<file path="src/rtl/itfr_pkg.sv">
// Shared types and constants for the ISO-TP frame reassembler.
// No dependencies; every other file of the block imports this package.
package itfr_pkg;

  localparam int MAX_MSG_BYTES_DEF = 4095;
  localparam int QUEUE_DEPTH       = 2;

  // Frame type codes (high nibble of the protocol control byte)
  localparam logic [3:0] PCI_SINGLE      = 4'h0;
  localparam logic [3:0] PCI_FIRST       = 4'h1;
  localparam logic [3:0] PCI_CONSECUTIVE = 4'h2;

  localparam logic [3:0] DLC_MAX        = 4'd8;
  localparam logic [3:0] SF_MAX_LEN     = 4'd7;
  localparam logic [2:0] CF_MAX_BYTES   = 3'd7;
  localparam logic [2:0] FF_BYTES       = 3'd6;
  localparam logic [11:0] FF_MIN_TOTAL  = 12'd7;

  typedef enum logic [1:0] {
    PH_IDLE      = 2'd0,
    PH_RECEIVING = 2'd1,
    PH_COMPLETE  = 2'd2,
    PH_ERROR     = 2'd3
  } phase_t;

  typedef enum logic [1:0] {
    EV_NONE     = 2'd0,
    EV_COMPLETE = 2'd1,
    EV_FLOW     = 2'd2,
    EV_ERROR    = 2'd3
  } event_t;

  typedef struct packed {
    logic [1:0]  bus_number;
    logic [28:0] can_id;
    logic        is_extended;
    logic [3:0]  dlc;
    logic [7:0]  data_byte_0;
    logic [7:0]  data_byte_1;
    logic [7:0]  data_byte_2;
    logic [7:0]  data_byte_3;
    logic [7:0]  data_byte_4;
    logic [7:0]  data_byte_5;
    logic [7:0]  data_byte_6;
    logic [7:0]  data_byte_7;
  } in_word_t;

  typedef struct packed {
    logic [1:0]  event_res;
    logic        byte_valid;
    logic [7:0]  payload_byte;
    logic [11:0] byte_offset;
    logic        last_result;
    logic [11:0] message_length;
  } out_word_t;

  // One classified frame, handed from front to back
  typedef struct packed {
    logic [6:0][7:0] bytes;
    logic [2:0]      count;
    logic [11:0]     base_offset;
    event_t          event_code;
    logic [11:0]     message_length;
  } job_t;

endpackage

</file>
<file path="src/rtl/itfr_front.sv">
// Front end: accepts CAN frames, checks them against the transfer state and
// builds one job per frame. Depends on itfr_pkg.
module itfr_front import itfr_pkg::*; #(
  parameter int MAX_MESSAGE_BYTES = MAX_MSG_BYTES_DEF
) (
  input  logic     clk,
  input  logic     rst_n,
  input  logic     accept,
  input  in_word_t frame,
  input  logic     cfg_we,
  input  logic [7:0] cfg_wdata,
  output job_t     job
);

  phase_t      phase_r, phase_nxt;
  logic [1:0]  src_bus_r, src_bus_nxt;
  logic [28:0] src_id_r, src_id_nxt;
  logic        src_ext_r, src_ext_nxt;
  logic [11:0] total_r, total_nxt;
  logic [11:0] rcvd_r, rcvd_nxt;
  logic [3:0]  seq_r, seq_nxt;
  logic [7:0]  fib_r, fib_nxt;
  logic [7:0]  blk_len_r, blk_len_nxt;

  logic [7:0][7:0] d;
  logic [3:0]  pci_type, pci_low;
  logic        foreign;
  logic [11:0] ff_total;
  logic [11:0] remaining;
  logic [2:0]  cf_n;
  logic [11:0] rcvd_new;
  logic [7:0]  fib_new;

  assign d = {frame.data_byte_7, frame.data_byte_6, frame.data_byte_5, frame.data_byte_4,
              frame.data_byte_3, frame.data_byte_2, frame.data_byte_1, frame.data_byte_0};
  assign pci_type = d[0][7:4];
  assign pci_low  = d[0][3:0];
  assign foreign  = (phase_r == PH_RECEIVING) &&
                    (frame.bus_number != src_bus_r || frame.can_id != src_id_r ||
                     frame.is_extended != src_ext_r);
  assign ff_total  = {pci_low, d[1]};
  assign remaining = (total_r > rcvd_r) ? (total_r - rcvd_r) : 12'd0;
  assign cf_n      = (remaining > {9'd0, CF_MAX_BYTES}) ? CF_MAX_BYTES : remaining[2:0];
  assign rcvd_new  = rcvd_r + {9'd0, cf_n};
  assign fib_new   = (blk_len_r != 8'd0) ? (fib_r + 8'd1) : fib_r;

  always_comb begin
    phase_nxt      = phase_r;
    src_bus_nxt    = src_bus_r;
    src_id_nxt     = src_id_r;
    src_ext_nxt    = src_ext_r;
    total_nxt      = total_r;
    rcvd_nxt       = rcvd_r;
    seq_nxt        = seq_r;
    fib_nxt        = fib_r;
    blk_len_nxt    = blk_len_r;
    job.bytes       = d[7:1];
    job.count       = 3'd0;
    job.base_offset = 12'd0;
    job.event_code  = EV_NONE;

    if (accept && !foreign) begin
      if (frame.dlc == 4'd0 || frame.dlc > DLC_MAX) begin
        phase_nxt      = PH_ERROR;
        job.event_code = EV_ERROR;
      end else begin
        unique case (pci_type)
          PCI_SINGLE: begin
            if (pci_low == 4'd0 || pci_low > SF_MAX_LEN ||
                ({1'b0, pci_low} + 5'd1) > {1'b0, frame.dlc}) begin
              phase_nxt      = PH_ERROR;
              job.event_code = EV_ERROR;
            end else begin
              src_bus_nxt    = frame.bus_number;
              src_id_nxt     = frame.can_id;
              src_ext_nxt    = frame.is_extended;
              total_nxt      = {8'd0, pci_low};
              rcvd_nxt       = {8'd0, pci_low};
              phase_nxt      = PH_COMPLETE;
              job.count      = pci_low[2:0];
              job.event_code = EV_COMPLETE;
            end
          end
          PCI_FIRST: begin
            if (frame.dlc < DLC_MAX || ff_total <= FF_MIN_TOTAL ||
                ff_total > 12'(MAX_MESSAGE_BYTES)) begin
              phase_nxt      = PH_ERROR;
              job.event_code = EV_ERROR;
            end else begin
              src_bus_nxt    = frame.bus_number;
              src_id_nxt     = frame.can_id;
              src_ext_nxt    = frame.is_extended;
              total_nxt      = ff_total;
              rcvd_nxt       = {9'd0, FF_BYTES};
              seq_nxt        = 4'd1;
              fib_nxt        = 8'd0;
              phase_nxt      = PH_RECEIVING;
              job.bytes      = {8'h00, d[7:2]};
              job.count      = FF_BYTES;
              job.event_code = EV_FLOW;
            end
          end
          PCI_CONSECUTIVE: begin
            if (phase_r != PH_RECEIVING || pci_low != seq_r) begin
              phase_nxt      = PH_ERROR;
              job.event_code = EV_ERROR;
            end else begin
              seq_nxt = seq_r + 4'd1;
              if (({1'b0, cf_n} + 4'd1) > frame.dlc) begin
                phase_nxt      = PH_ERROR;
                job.event_code = EV_ERROR;
              end else begin
                job.count       = cf_n;
                job.base_offset = rcvd_r;
                rcvd_nxt        = rcvd_new;
                fib_nxt         = fib_new;
                if (rcvd_new >= total_r) begin
                  phase_nxt      = PH_COMPLETE;
                  job.event_code = EV_COMPLETE;
                end else if (blk_len_r != 8'd0 && fib_new >= blk_len_r) begin
                  fib_nxt        = 8'd0;
                  job.event_code = EV_FLOW;
                end
              end
            end
          end
          default: begin
            // flow control and reserved types: drop
          end
        endcase
      end
    end

    if (cfg_we) begin
      blk_len_nxt = cfg_wdata;
      fib_nxt     = 8'd0;
    end

    job.message_length = total_nxt;
  end

  always_ff @(posedge clk) begin
    if (!rst_n) begin
      phase_r      <= PH_IDLE;
      src_bus_r    <= 2'd0;
      src_id_r     <= 29'd0;
      src_ext_r    <= 1'b0;
      total_r      <= 12'd0;
      rcvd_r       <= 12'd0;
      seq_r        <= 4'd0;
      fib_r        <= 8'd0;
      blk_len_r    <= 8'd0;
    end else begin
      phase_r      <= phase_nxt;
      src_bus_r    <= src_bus_nxt;
      src_id_r     <= src_id_nxt;
      src_ext_r    <= src_ext_nxt;
      total_r      <= total_nxt;
      rcvd_r       <= rcvd_nxt;
      seq_r        <= seq_nxt;
      fib_r        <= fib_nxt;
      blk_len_r    <= blk_len_nxt;
    end
  end

endmodule

</file>
<file path="src/rtl/itfr_queue.sv">
// Short job queue between front and back of the reassembler.
// Depends on itfr_pkg for the job type and depth.
module itfr_queue import itfr_pkg::*; (
  input  logic clk,
  input  logic rst_n,
  input  logic push,
  input  job_t push_job,
  input  logic pop,
  output job_t head_job,
  output logic head_valid,
  output logic full
);

  localparam int PTR_W = (QUEUE_DEPTH > 1) ? $clog2(QUEUE_DEPTH) : 1;
  localparam int CNT_W = $clog2(QUEUE_DEPTH + 1);
  localparam logic [PTR_W-1:0] LAST_PTR = PTR_W'(QUEUE_DEPTH - 1);
  localparam logic [CNT_W-1:0] DEPTH_C  = CNT_W'(QUEUE_DEPTH);

  job_t             mem [QUEUE_DEPTH];
  logic [PTR_W-1:0] wr_ptr_r, wr_ptr_nxt;
  logic [PTR_W-1:0] rd_ptr_r, rd_ptr_nxt;
  logic [CNT_W-1:0] cnt_r, cnt_nxt;

  assign head_job   = mem[rd_ptr_r];
  assign head_valid = (cnt_r != '0);
  assign full       = (cnt_r == DEPTH_C);

  always_comb begin
    wr_ptr_nxt = wr_ptr_r;
    rd_ptr_nxt = rd_ptr_r;
    cnt_nxt    = cnt_r;
    if (push) wr_ptr_nxt = (wr_ptr_r == LAST_PTR) ? '0 : wr_ptr_r + 1'b1;
    if (pop)  rd_ptr_nxt = (rd_ptr_r == LAST_PTR) ? '0 : rd_ptr_r + 1'b1;
    if (push && !pop) cnt_nxt = cnt_r + 1'b1;
    else if (pop && !push) cnt_nxt = cnt_r - 1'b1;
  end

  always_ff @(posedge clk) begin
    if (push) mem[wr_ptr_r] <= push_job;
  end

  always_ff @(posedge clk) begin
    if (!rst_n) begin
      wr_ptr_r <= '0;
      rd_ptr_r <= '0;
      cnt_r    <= '0;
    end else begin
      wr_ptr_r <= wr_ptr_nxt;
      rd_ptr_r <= rd_ptr_nxt;
      cnt_r    <= cnt_nxt;
    end
  end

  a_no_overflow: assert property (@(posedge clk) disable iff (!rst_n)
    push |-> !full)
    else $error("queue written while full");

  a_no_underflow: assert property (@(posedge clk) disable iff (!rst_n)
    pop |-> head_valid)
    else $error("queue read while empty");

endmodule

</file>
<file path="src/rtl/itfr_back.sv">
// Back end: expands each job into its result words, one per cycle while the
// output is not stalled, into the output register. Depends on itfr_pkg.
module itfr_back import itfr_pkg::*; (
  input  logic      clk,
  input  logic      rst_n,
  input  job_t      head_job,
  input  logic      head_valid,
  output logic      pop,
  output logic      out_valid,
  input  logic      out_stall,
  output out_word_t out_data
);

  logic [2:0] idx_r, idx_nxt;
  logic       out_valid_r, out_valid_nxt;
  out_word_t  out_r, out_nxt;
  logic       load;
  logic       last;
  logic       has_bytes;

  assign has_bytes = (head_job.count != 3'd0);
  assign last      = !has_bytes || (idx_r == head_job.count - 3'd1);
  assign load      = head_valid && (!out_valid_r || !out_stall);
  assign pop       = load && last;
  assign out_valid = out_valid_r;
  assign out_data  = out_r;

  always_comb begin
    idx_nxt       = idx_r;
    out_valid_nxt = out_valid_r;
    out_nxt       = out_r;
    if (out_valid_r && !out_stall) out_valid_nxt = 1'b0;
    if (load) begin
      out_valid_nxt          = 1'b1;
      out_nxt.event_res      = last ? head_job.event_code : EV_NONE;
      out_nxt.byte_valid     = has_bytes;
      out_nxt.payload_byte   = has_bytes ? head_job.bytes[idx_r] : 8'd0;
      out_nxt.byte_offset    = has_bytes ? (head_job.base_offset + {9'd0, idx_r}) : 12'd0;
      out_nxt.last_result    = last;
      out_nxt.message_length = head_job.message_length;
      idx_nxt                = last ? 3'd0 : idx_r + 3'd1;
    end
  end

  always_ff @(posedge clk) begin
    out_r <= out_nxt;
  end

  always_ff @(posedge clk) begin
    if (!rst_n) begin
      idx_r       <= 3'd0;
      out_valid_r <= 1'b0;
    end else begin
      idx_r       <= idx_nxt;
      out_valid_r <= out_valid_nxt;
    end
  end

  a_pop_on_last: assert property (@(posedge clk) disable iff (!rst_n)
    pop |=> out_valid_r && out_r.last_result)
    else $error("job retired without a last word");

  a_empty_is_last: assert property (@(posedge clk) disable iff (!rst_n)
    (out_valid_r && !out_r.byte_valid) |-> out_r.last_result)
    else $error("byteless word that is not last");

endmodule

</file>
<file path="src/rtl/isotp_frame_reassembler.sv">
// ISO-TP receive reassembler: top level joining front, job queue and back.
// Depends on itfr_pkg, itfr_front, itfr_queue and itfr_back.
//
// Takes one CAN frame per input word and returns its payload bytes with
// their offsets in the reassembled message, one output word per byte, or a
// single byteless word when the frame carries none (error, ignored frame,
// foreign source). The last word of a frame carries the event: none,
// complete, need flow control or error. The front checks and classifies a
// frame in the cycle it is accepted and may accept one every cycle while the
// queue has room; the back emits one output word per cycle while out_stall
// is low, up to 7 words for a frame, and that emitter sets the sustained
// rate. A two-entry job queue parts front from back; in_stall rises only
// when it is full. With the back idle, an accepted frame is written into the
// job queue and its first output word then into the back's output register.
// cfg_we writes the block length (0 = no flow-control limit) and clears the
// block frame count; write it only while no frame is in flight.
module isotp_frame_reassembler import itfr_pkg::*; #(
  parameter int MAX_MESSAGE_BYTES = MAX_MSG_BYTES_DEF
) (
  input  logic       clk,
  input  logic       rst_n,
  input  logic       in_valid,
  output logic       in_stall,
  input  in_word_t   in_data,
  output logic       out_valid,
  input  logic       out_stall,
  output out_word_t  out_data,
  input  logic       cfg_we,
  input  logic [7:0] cfg_wdata
);

  logic accept;
  job_t new_job;
  job_t head_job;
  logic head_valid;
  logic q_full;
  logic q_pop;

  // Hold the input while the queue has no room
  assign in_stall = q_full;
  assign accept   = in_valid && !q_full;

  itfr_front #(
    .MAX_MESSAGE_BYTES(MAX_MESSAGE_BYTES)
  ) u_front (
    .clk      (clk),
    .rst_n    (rst_n),
    .accept   (accept),
    .frame    (in_data),
    .cfg_we   (cfg_we),
    .cfg_wdata(cfg_wdata),
    .job      (new_job)
  );

  itfr_queue u_queue (
    .clk       (clk),
    .rst_n     (rst_n),
    .push      (accept),
    .push_job  (new_job),
    .pop       (q_pop),
    .head_job  (head_job),
    .head_valid(head_valid),
    .full      (q_full)
  );

  itfr_back u_back (
    .clk       (clk),
    .rst_n     (rst_n),
    .head_job  (head_job),
    .head_valid(head_valid),
    .pop       (q_pop),
    .out_valid (out_valid),
    .out_stall (out_stall),
    .out_data  (out_data)
  );

endmodule

</file>
<file path="config.mk">
export PLATFORM = sky130hd
export DESIGN_NAME = isotp_frame_reassembler
export DESIGN_NICKNAME = d
export VERILOG_FILES = /design/src/rtl/itfr_pkg.sv /design/src/rtl/itfr_front.sv /design/src/rtl/itfr_queue.sv /design/src/rtl/itfr_back.sv /design/src/rtl/isotp_frame_reassembler.sv
export SDC_FILE = /design/constraint.sdc
export NUM_CORES = 1
export LEC_CHECK = 0
export BUFFER_PORTS_ARGS = -buffer_cell sky130_fd_sc_hd__buf_2
export CORE_ASPECT_RATIO = 0.9
export CORE_MARGIN = 3
export CORE_UTILIZATION = 60
export CTS_CLUSTER_SIZE = 8
export DETAILED_ROUTE_END_ITERATION = 12
export GPL_TIMING_DRIVEN = 0
export PLACE_DENSITY_LB_ADDON = 0.2
export SKIP_LAST_GASP = 1
export SLEW_MARGIN = 20
export SYNTH_ARGS = -nofsm -noshare
export SYNTH_HDL_FRONTEND = slang
export SYNTH_SLANG_ARGS = --single-unit
</file>
<file path="constraint.sdc">
create_clock -name clk -period 8.4 [get_ports clk]
set_input_delay 0.84 -clock clk [delete_from_list [all_inputs] [get_ports clk]]
set_output_delay 0.84 -clock clk [all_outputs]
set_load 0.01 [all_outputs]
</file>
Word level (Yosys, flattened, before mapping)
Memory sizes are Yosys's and may differ from the RTL's. A register that Yosys moved wholly into a read port is not among the register bits. Cells that the tools add are included.

Word-level logic and storage cells: 175. Memories kept: 1. Latch bits: 0. Bits in read-only memories: 0. Bits in writable memories: 170. Input port bits: 113. Register bits: 122.

Equal/unequal tests: 15. Bitwise gates (word level): 2. Reduce and logical (&&, ||, !) cells: 44. $lt $le $gt $ge: 12. $mul: 0. Mux-type cells: 68. Add/subtract/negate cells: 13. Divide/modulo/power cells: 0. Shift operators: 0.

Memory list: u_queue.mem (depth 2, bits a word 85, read ports 1, clocked after memory_dff 1, wr ports 1, RTL line itfr_queue.sv:19) `job_t mem [QUEUE_DEPTH];`.

Operators with widths (count): two-way mux 12 bit (10); two-way mux 73 bit (1); two-way mux 71 bit (1); two-way mux 59 bit (1); two-way mux 29 bit (2); one-hot mux 29 bit (2 select lines) (1); two-way mux 56 bit (1); two-way mux 8 bit (7); one-hot mux 12 bit (3 select lines) (1); two-way mux 15 bit (2); two-way mux 2 bit (15); != test 29 bit (1); adder 12 x 3 -> 12 bit (2); binary-select mux 8 bit (select 3 bit) (1); one-hot mux 12 bit (2 select lines) (1); one-hot mux 8 bit (2 select lines) (1); >= comparator 12 bit (1); > comparator 12 bit (1); > comparator 12 bit, second input constant (1); > comparator 12 x 3 -> 1 bit, second input constant (1); less-or-equal comparator 12 x 3 -> 1 bit, second input constant (1); zero test 4 bit (3); two-way mux 1 bit (12); one-hot mux 2 bit (3 select lines) (2); other kinds (47) (84).

Longest topological paths before layout
Gate-level depths: netlist of run 1.

Depth in word-level cells: 12. Gate-level depth with buffers: 26. Mapped depth without buffers: 26.

Hierarchy
A second synthesis of run 1 with hierarchy kept.

Cell total of the unflattened synthesis: 1215. Area total of the unflattened synthesis: 14926.8 µm².

By module, submodules not included: itfr_front (times used 1, cells an instance 754, seq. area each 1561.5 µm², area an instance 6416.2 µm²); itfr_queue (times used 1, cells an instance 286, seq. area each 5205.0 µm², area an instance 6359.8 µm²); itfr_back (times used 1, cells an instance 174, seq. area each 1161.1 µm², area an instance 2137.0 µm²); isotp_frame_reassembler (times used 1, cells an instance 1, seq. area each 0.0 µm², area an instance 13.8 µm²).

Least setup slack after synthesis of run 1
OpenSTA, ideal clock, no wires.

Path type: input -> register. From: input port in_valid. To: memory u_queue.mem[0][0] in the netlist's numbering (enable). Setup time: 0.539 ns. Arrival: 4.859 ns. Cell stages on the path: 3. Path slack: 3.002 ns. Buffers on the path: 1. Path through: and2_1 buf_2 nor2b_1.

Word-level cells in the longest chain between the ends: 3.

Ends and longest elaborated chain: start, declared (RTL line isotp_frame_reassembler.sv:22) `input logic in_valid,`; logical AND 1 bit (RTL line isotp_frame_reassembler.sv:41) `assign accept = in_valid && !q_full;`; via accept (RTL line isotp_frame_reassembler.sv:32) `logic accept;`; two-way mux 1 bit (RTL line itfr_queue.sv:39) `if (push) mem[wr_ptr_r] <= push_job;`; two-way mux 1 bit (not written as such) (RTL line itfr_queue.sv:39); end, declared (RTL line itfr_queue.sv:19).

The timed path passes the listed nets, and every way through them passes these cells.

Final worst setup path of run 1
From: register u_front.total_r[0]. To: register u_front.fib_r[6].

Word-level cells in the longest chain between the ends: 10.

Ends and longest elaborated chain: start, declared (RTL line itfr_front.sv:19) `logic [11:0] total_r, total_nxt;`; start signal, assigned (RTL line itfr_front.sv:158) `total_r <= total_nxt;`; subtractor 12 bit / > comparator 12 bit (equally long branches) (RTL line itfr_front.sv:42) `assign remaining = (total_r > rcvd_r) ? (total_r - rcvd_r) : 12'd0;`; two-way mux 12 bit (RTL line itfr_front.sv:42); > comparator 12 x 3 -> 1 bit (RTL line itfr_front.sv:43) `assign cf_n = (remaining > {9'd0, CF_MAX_BYTES}) ? CF_MAX_BYTES : remaining[2:0];`; two-way mux 3 bit (RTL line itfr_front.sv:43); adder 12 x 3 -> 12 bit (RTL line itfr_front.sv:44) `assign rcvd_new = rcvd_r + {9'd0, cf_n};`; >= comparator 12 bit (RTL line itfr_front.sv:117) `if (rcvd_new >= total_r) begin`; two-way mux 8 bit (RTL line itfr_front.sv:117); two-way mux 8 bit (RTL line itfr_front.sv:109) `if (({1'b0, cf_n} + 4'd1) > frame.dlc) begin`; two-way mux 8 bit (RTL line itfr_front.sv:104) `if (phase_r != PH_RECEIVING || pci_low != seq_r) begin`; one-hot mux 8 bit (2 select lines) (RTL line itfr_front.sv:67) `unique case (pci_type)`; end signal, assigned (RTL line itfr_front.sv:161) `fib_r <= fib_nxt;`; end, declared (RTL line itfr_front.sv:22) `logic [7:0] fib_r, fib_nxt;`.

Parallel ways exist; a longest one is shown, timed or not. The select of a mux whose other input is x is not followed. A chain may end at the register's enable or synchronous reset.

==> results.cfg, run 1 <==
[status]
status = finished, final reports clean

[yosys]
synth_area_um2 = 14780
yosys-top-cells-area = edfxtp_1, dfxtp_1, ha_1
synth_nets = 1400
synth-edff-count = 206
postSynthCellCount = 1228
yosys.area.top_type_share = 0.4184
async_flop_share = 0
ys.flop_type = edfxtp_1
yosysWarnings = 0
avgSynthCellArea_um2 = 12.04
ys_types = 71
ys_seq_area_frac = 0.5362
yosysTopAreaCell = edfxtp_1
ys_ff_latch = 293

[drt]
ant_nets = 0
drcViolationCount = 0
routed-via-count = 10574
drt_iter0_markers = 1048
routed_wl_mm = 35.69
wl_per_cell_um = 20.45
viasPerCell = 6.060
first_pass_iters = 5

[timing]
rsz0062_at_grt = false
skew_ps = 16.61
slew_headroom = 0.3859
tightest_slew_ps = 913.4
fin_crit_sh = 0.8095
period_minus_slack_ps = 6800
hold_viol = 0
setup_viol = 0
setup-tns-final_ps = 0
fmaxAchievable_ghz = 0.1471
slew_viol_final = 0

[hold_path]
hold_path.class = reg2reg

[setup_path]
cpPeakStageDelay_ps = 770
end_kind = flop
startpoint_type = flop
arrival_ps = 7250
crit_buf_inv = 3
path_delay_family = compound AO/OA/AOI/OAI gates
timing.reg2reg.setup_slack_ps = 1600
critPathSlowestCell = o31ai_1
cp_data_required_time_ps = 8850
crit_type = reg2reg
cp_max_fo = 6

[pwr]
leakagePower_nw = 6.395
p_comb_frac = 0.241
p_seq_frac = 0.427
netSwitchingFraction = 0.2818
vdd_drop_max_mv = 0.1675
p_sw_mw = 1.273
pwr_density_cell_nw_per_um2 = 263.0
clockPowerShare = 0.332
intPower_mw = 3.245

[placed_design]
hpwlAfterDp_mm = 25.50
place_area_um2 = 16020
gp_congestion = 0.9412
place.port_buffers = 146

[finish]
layout_common_cells = edfxtp_1, buf_2, nand2_1, dfxtp_1, a21oi_1
register_area_um2 = 7928
area_growth_pct = 16.21
final_area_um2 = 17180
layout_commonest_cell = edfxtp_1
antenna_cells = 0
fillers = 1625
drive_gt1_frac = 0.2363
multi_input_area_um2 = 6306
fin_nets = 1595

[global_route]
grtUsageTotal = 0.2719
grt_pass1_wl_mm = 56.21
grt-ovfl-total = 0
grt_pass1_vias = 10453
antenna_found_initial = 0
grt_max_degree = 45

[floorplan]
top_level_ports = 151
start_util = 0.6210
rows = 53
die_h_um = 154.9
core_um2 = 23810
die_x_um = 171.5
die_area_um2 = 26560

[job]
max-cap-violations = 0

[clock_tree]
post_cts_resized = 0
clk_path_buf_depth = 3
h-tree-depth = 2
postCtsSetupRepairBufs = 0
cts_sinks = 293
numCtsBuffers = 42
hold_buffers = 0
clk-insertion-delay-late_ps = 520
clk_pin_slew_ps = 50
root_buffer = clkbuf_16
cts_tree = built
==> power groups by stage <==
stage | clock (mW) | sequential, mW | combinational [mW]
6_report | 1.50 | 1.93 | 1.09
5_1_grt | 1.59 | 1.95 | 1.19
4_1_cts | 1.52 | 1.93 | 1.10
3_5_place_dp | 0 | 1.95 | 1.09
3_3_place_gp | 0 | 1.97 | 1.03
2_1_floorplan | 0 | 2.00 | 0.655
==> worst min-delay path: cells and delay by family (launching register included) <==
kind	cells	cell delay, ps
AOI/OAI and AO/OA	1	50
DFF	1	310
and+or+nand+nor	1	50
==> area by class of cell <==
cell class,count,area share
inverters,54,0.01180
clock inverters,2,0.0007283
plain buffers,61,0.02097
multi-input cells,820,0.3671
clock buffers,62,0.06678
well taps,302,0.02199
repair buffers,151,0.04923
flip-flops and latches,293,0.4614
==> synthesized netlist by cell type, drive strengths merged, types with 21 or more instances <==
master	instances
nor2b	21
dfxtp	87
ha	56
mux2	64
inv	54
nand3	30
xnor2	61
a21oi	86
nor2	60
nor3	23
a211oi	22
and2	24
clkbuf	23
mux4	24
nand2	117
edfxtp	206
o21ai	26
mux2i	40
buf	38
==> metal layers <==
| metal | part of all wire | GRT usage | vias up | wire length (um) |
|---|---|---|---|---|
| li1 | - | - | 4945 | - |
| met4 | 0.029 | 0.08927 | 0 | 1046 |
| met2 | 0.46 | 0.4177 | 483 | 16400 |
| met1 | 0.43 | 0.3926 | 5066 | 15250 |
| met3 | 0.084 | 0.05412 | 80 | 2990 |
| met5 | 0 | 0 | - | 0 |
==> path summary, 6_finish.rpt <==
| path | depth (start not counted) | endpoint | from |
|---|---|---|---|
| min reg2reg | 2 | u_front.src_id_r[0] | u_front.src_id_r[0] |
| max reg2reg | 25 | u_front.fib_r[6] | u_front.total_r[0] |
| max | 25 | u_front.fib_r[6] | u_front.total_r[0] |
| min | 2 | u_front.src_id_r[0] | u_front.src_id_r[0] |
==> per-stage QoR <==
stage	setup WS, ps	hold WS, ps	std cells	utilization	total power, mW
2_1_floorplan	3002	431.9	1228	-	2.659
3_3_place_gp	819.4	441.8	1676	0.6676	3.000
3_5_place_dp	1832	451.6	1681	0.6729	3.040
4_1_cts	1784	461.9	1745	0.7217	4.550
5_1_grt	1097	483.4	1745	0.7217	4.725
6_report	1600	459.8	1745	0.7217	4.519
==> state kept, by name (all words and copies together), names as in the netlist, named ones only <==
signal and flops:
u_back.idx_r 3, u_back.out_data 36, u_back.out_valid 1, u_front.blk_len_r 8, u_front.fib_r 8, u_front.phase_r 2
u_front.rcvd_r 12, u_front.seq_r 4, u_front.src_bus_r 2, u_front.src_ext_r 1, u_front.src_id_r 29, u_front.total_r 12
u_queue.cnt_r 2, u_queue.mem 170, u_queue.rd_ptr_r 1, u_queue.wr_ptr_r 1
==> cell families after synthesis <==
kind of cell             count (synthesis)  share of synthesized area
AO/OA/AOI/OAI                          213                    0.09284
XOR/XNOR                                75                    0.04545
adder cells (fa/ha/maj)                 59                    0.05146
buffers and inverters                  115                    0.03808
flip-flops                             293                     0.5362
multiplexers                           128                     0.1175
AND/OR/NAND/NOR                        345                     0.1185
Power figures use the tool's default switching activity.
==> run 2, diff against run 1 <==
Clock period 8.4 ns to 7.15 ns, I/O delays scaled along.
==> run 2 against run 1 <==
  * Final area about the same
  * Combinational power up 17%
  * First-iteration DRC count down 5.3%
  * Setup slack worse by 1100 ps
  * Clock power up 17%
  * Largest cell class unchanged
  * Via count about the same
  * Sequential cell count unchanged
  * Sequential power up 18%
  * Cell count unchanged
  * Utilization about the same
==> results.cfg, run 2 (synthesized netlist as in run 1, its figures left out) <==
[setup_path]
arrival_ps = 7070
startpoint_type = flop
timing.reg2reg.setup_slack_ps = 530
cp_max_fo = 6
path_delay_family = compound AO/OA/AOI/OAI gates
cpPeakStageDelay_ps = 640
cp_data_required_time_ps = 7600
end_kind = flop
critPathSlowestCell = nor4_2
crit_buf_inv = 3
cp.depth = 25
crit_type = reg2reg
r2r_end = u_front.fib_r[6]
reg2reg_depth = 25
r2r-start = u_front.total_r[0]

[floorplan]
die_area_um2 = 26560
start_util = 0.6210
top_level_ports = 151
die_x_um = 171.5
rows = 53
core_um2 = 23810
die_h_um = 154.9

[pwr]
pwr_density_cell_nw_per_um2 = 308.8
leakagePower_nw = 6.397
vdd_drop_max_mv = 0.1964
power_mw = 5.307

[timing]
period_minus_slack_ps = 6617
rsz0062_at_grt = false
skew_ps = 16.98
setup_viol = 0
hold_viol = 0
tightest_slew_ps = 838.5
slew_headroom = 0.4384
fin_crit_sh = 0.9254
fmaxAchievable_ghz = 0.1511
slew_viol_final = 0

[global_route]
grt_pass1_wl_mm = 56.21
grtUsageTotal = 0.2719
antenna_found_initial = 0
grt_max_degree = 45
grt-ovfl-total = 0
grt_pass1_vias = 10453

[clock_tree]
clk-insertion-delay-late_ps = 520
numCtsBuffers = 42
cts_tree = built
cts_sinks = 293
clk_pin_slew_ps = 50
clk_path_buf_depth = 3
h-tree-depth = 2
root_buffer = clkbuf_16

[hold_path]
hold_path.class = in2reg
whs_path_depth = 3
min_from = cfg_wdata[5]
holdPathEnd = u_front.blk_len_r[5]

[job]
max-cap-violations = 0

[finish]
drive_gt1_frac = 0.2370
layout_commonest_cell = edfxtp_1
largest_register_ffs = 170
area_growth_pct = 16.24
post-route-util = 0.7219
fin_nets = 1595
top_register = u_queue.mem
antenna_cells = 0
layout_common_cells = edfxtp_1, buf_2, nand2_1, dfxtp_1, a21oi_1

[drt]
ant_nets = 0
drt_iter0_markers = 992
first_pass_iters = 5
routed_wl_mm = 35.77
wl_per_cell_um = 20.50
viasPerCell = 6.060
drcViolationCount = 0
routed-via-count = 10575

[status]
status = finished, final reports clean

[placed_design]
hpwlAfterDp_mm = 25.50
place.port_buffers = 146
gp_congestion = 0.9412
[run 2: worst max path at each step]
stage | endpoint | start | slack (ps)
2_1_floorplan | u_front.fib_r[0] | u_front.total_r[0] | 1840
3_3_place_gp | u_queue.mem[0][45] | in_valid | -310
3_5_place_dp | u_front.fib_r[6] | u_front.total_r[0] | 580
4_1_cts | u_front.fib_r[6] | u_front.total_r[0] | 530
5_1_grt | u_front.fib_r[6] | u_front.total_r[0] | 80
6_report | u_front.fib_r[6] | u_front.total_r[0] | 530
[run 2: timing repair]
| item | in CTS | in global routing |
|---|---|---|
| gates resized for setup | 0 | 1 |
| endpoints found under the hold margin | 0 | 0 |
| hold buffers | 0 | 0 |
| setup buffers | 0 | 0 |
| endpoints found under the setup margin | 0 | 8 |
[run 2: per-stage QoR]
stage	std cells	instance area, um^2	setup TNS, ps	hold slack (ps)	setup slack, ps
floorplan	1228	14780	0	431.9	1840
global placement	1676	15890	-25020	441.8	-305.6
detailed placement	1681	16020	0	451.6	581.6
CTS	1745	17180	0	424.7	533.6
global route	1745	17190	0	438.1	82.34
finish	1745	17190	0	437.8	533.2
[run 2: layer usage]
layer / vias up / wire length (um) / track usage
met5: - / 0 / 0
met4: 0 / 1096 / 0.08927
met3: 88 / 2842 / 0.05412
met2: 465 / 16290 / 0.4177
met1: 5078 / 15540 / 0.3926
li1: 4944 / - / -
[run 2: final cells by class]
type / instances / area, um^2
sequential: 293 / 7928
fill: 1625 / 6621
multi-input combinational: 820 / 6311
clock buffer: 62 / 1147
timing repair buffer: 151 / 845.8
tap: 302 / 377.9
buffer: 61 / 360.3
inverter: 54 / 202.7
clock inverter: 2 / 12.51
[run 2: tightest hold or removal path: cells and delay by family]
family                 cells  cell delay [ps]
buffers and inverters      1               70
and+or+nand+nor            1               70
muxes                      1               50
[run 2: where the power goes]
part	total, mW	internal, mW	switching, mW
Combinational	1.28	0.543	0.739
Clock	1.76	1.09	0.669
Sequential	2.27	2.18	0.0860
==> run 3, diff against run 2 <==
Settings changed: PLACE_DENSITY from default to 0.78, PLACE_DENSITY_LB_ADDON 0.2 to default.
==> run 3 against run 2 <==
  * Utilization grew 0.31 points
  * Global-route usage up 0.51 points
  * Largest power group unchanged
  * Largest cell class unchanged
  * Critical endpoint is now u_front.fib_r[5]
  * Worst hold slack gained 1.7 ps
  * Sequential cell count did not move
  * Sequential share of layout area decreased by 0.20 points
==> results.cfg, run 3 (synthesized netlist as in run 1, its figures left out) <==
[global_route]
grt_max_degree = 55
grtUsageTotal = 0.2769
antenna_found_initial = 0
grt_pass1_vias = 10577
grt_pass1_wl_mm = 56.93
grt-ovfl-total = 0

[clock_tree]
clk_path_buf_depth = 3
cts_tree = built
numCtsBuffers = 42
clk-insertion-delay-late_ps = 520
clk_pin_slew_ps = 60
root_buffer = clkbuf_16
h-tree-depth = 2
hold_buffers = 0
cts_sinks = 293

[pwr]
pwr_density_cell_nw_per_um2 = 311.4
vdd_drop_max_mv = 0.2206
leakagePower_nw = 6.427

[finish]
top_register = u_queue.mem
layout_common_cells = edfxtp_1, buf_2, nand2_1, dfxtp_1, a21oi_1
area_growth_pct = 16.74
post-route-util = 0.7250
largest_register_ffs = 170
drive_gt1_frac = 0.2369
layout_commonest_cell = edfxtp_1
antenna_cells = 0
fin_nets = 1596
fillers = 1649

[setup_path]
arrival_ps = 6970
crit_type = reg2reg
startpoint_type = flop
crit_start = u_front.total_r[0]
end_kind = flop
cpPeakStageDelay_ps = 620
critPathSlowestCell = nor4_2
r2r-start = u_front.total_r[0]
cp_max_fo = 6
reg2reg_depth = 25
timing.reg2reg.setup_slack_ps = 630
cp_data_required_time_ps = 7600

[timing]
slew_viol_final = 0
whs_ps = 439.5
tightest_slew_ps = 910.8
slew_headroom = 0.3899
skew_ps = 15.99
setup_viol = 0
fmaxAchievable_ghz = 0.1534
fin_crit_sh = 0.9117
period_minus_slack_ps = 6518
setup-tns-final_ps = 0
timing.final.ws_setup_ps = 631.7
hold_viol = 0
rsz0062_at_grt = false

[floorplan]
rows = 53
core_um2 = 23810
start_util = 0.6210
top_level_ports = 151
die_x_um = 171.5
die_h_um = 154.9
die_area_um2 = 26560

[job]
max-cap-violations = 0

[drt]
ant_nets = 0
wl_per_cell_um = 21.02
drcViolationCount = 0
routed_wl_mm = 36.87
first_pass_iters = 5
drt_iter0_markers = 939
viasPerCell = 6.038
routed-via-count = 10591

[status]
status = finished, final reports clean

[placed_design]
place_ws_ps = 543.5
place.port_buffers = 146
gp_congestion = 0.9298
hpwlAfterDp_mm = 26.53

[hold_path]
min_from = cfg_wdata[3]
whs_path_depth = 3
hold_path.class = in2reg
==> run 3: what timing repair did <==
item / 4_1_cts / 5_1_grt
setup buffers: 0 / 0
setup endpoints to repair: 0 / 8
gates resized for setup: 0 / 1
==> run 3: critical path, delay by kind of cell (launching register included) <==
kind | cells | cell delay (ps)
DFF | 1 | 350
xor gates and xnor gates | 1 | 160
adders and majority gates | 5 | 1600
AOI/OAI and AO/OA | 8 | 2380
buffers and inverters | 3 | 200
and+or+nand+nor | 8 | 1760
==> run 3: through the flow <==
stage / total power, mW / instances / area [um^2]
after CTS: 5.401 / 1754 / 17250
after global placement: 3.520 / 1676 / 15890
after global routing: 5.610 / 1754 / 17260
after floorplan: 3.124 / 1228 / 14780
final: 5.375 / 1754 / 17260
after detailed placement: 3.594 / 1682 / 16060
==> run 3: power breakdown <==
| group | leakage, nW | internal, mW | total, mW | switching, mW |
|---|---|---|---|---|
| logic | 3.20 | 0.555 | 1.31 | 0.754 |
| clock network | 0.570 | 1.11 | 1.80 | 0.690 |
| registers | 2.66 | 2.18 | 2.27 | 0.0881 |
==> run 3: final timing paths <==
path                                        endpoint
worst max-delay path                u_front.fib_r[5]
worst min-delay path            u_front.blk_len_r[3]
worst max register to register      u_front.fib_r[5]
worst min register to register    u_front.phase_r[1]
==> run 3: area by class of cell <==
class,instances,area [um^2],area share
clock buffers,70,1177,0.06822
plain buffers,61,360.3,0.02088
inverters,54,202.7,0.01174
repair buffers,152,888.4,0.05147
flip-flops and latches,293,7928,0.4593
well taps,302,377.9,0.02189
clock inverters,2,13.76,0.0007974
multi-input cells,820,6311,0.3657
==> run 3: routing by layer <==
metal | up-vias | routed length [um] | share of wire | GRT usage
met5 | - | 0 | 0 | 0
met1 | 5143 | 16060 | 0.44 | 0.4000
met4 | 0 | 777 | 0.021 | 0.07510
met2 | 457 | 17370 | 0.47 | 0.4421
met3 | 62 | 2665 | 0.072 | 0.04268
li1 | 4929 | - | - | -
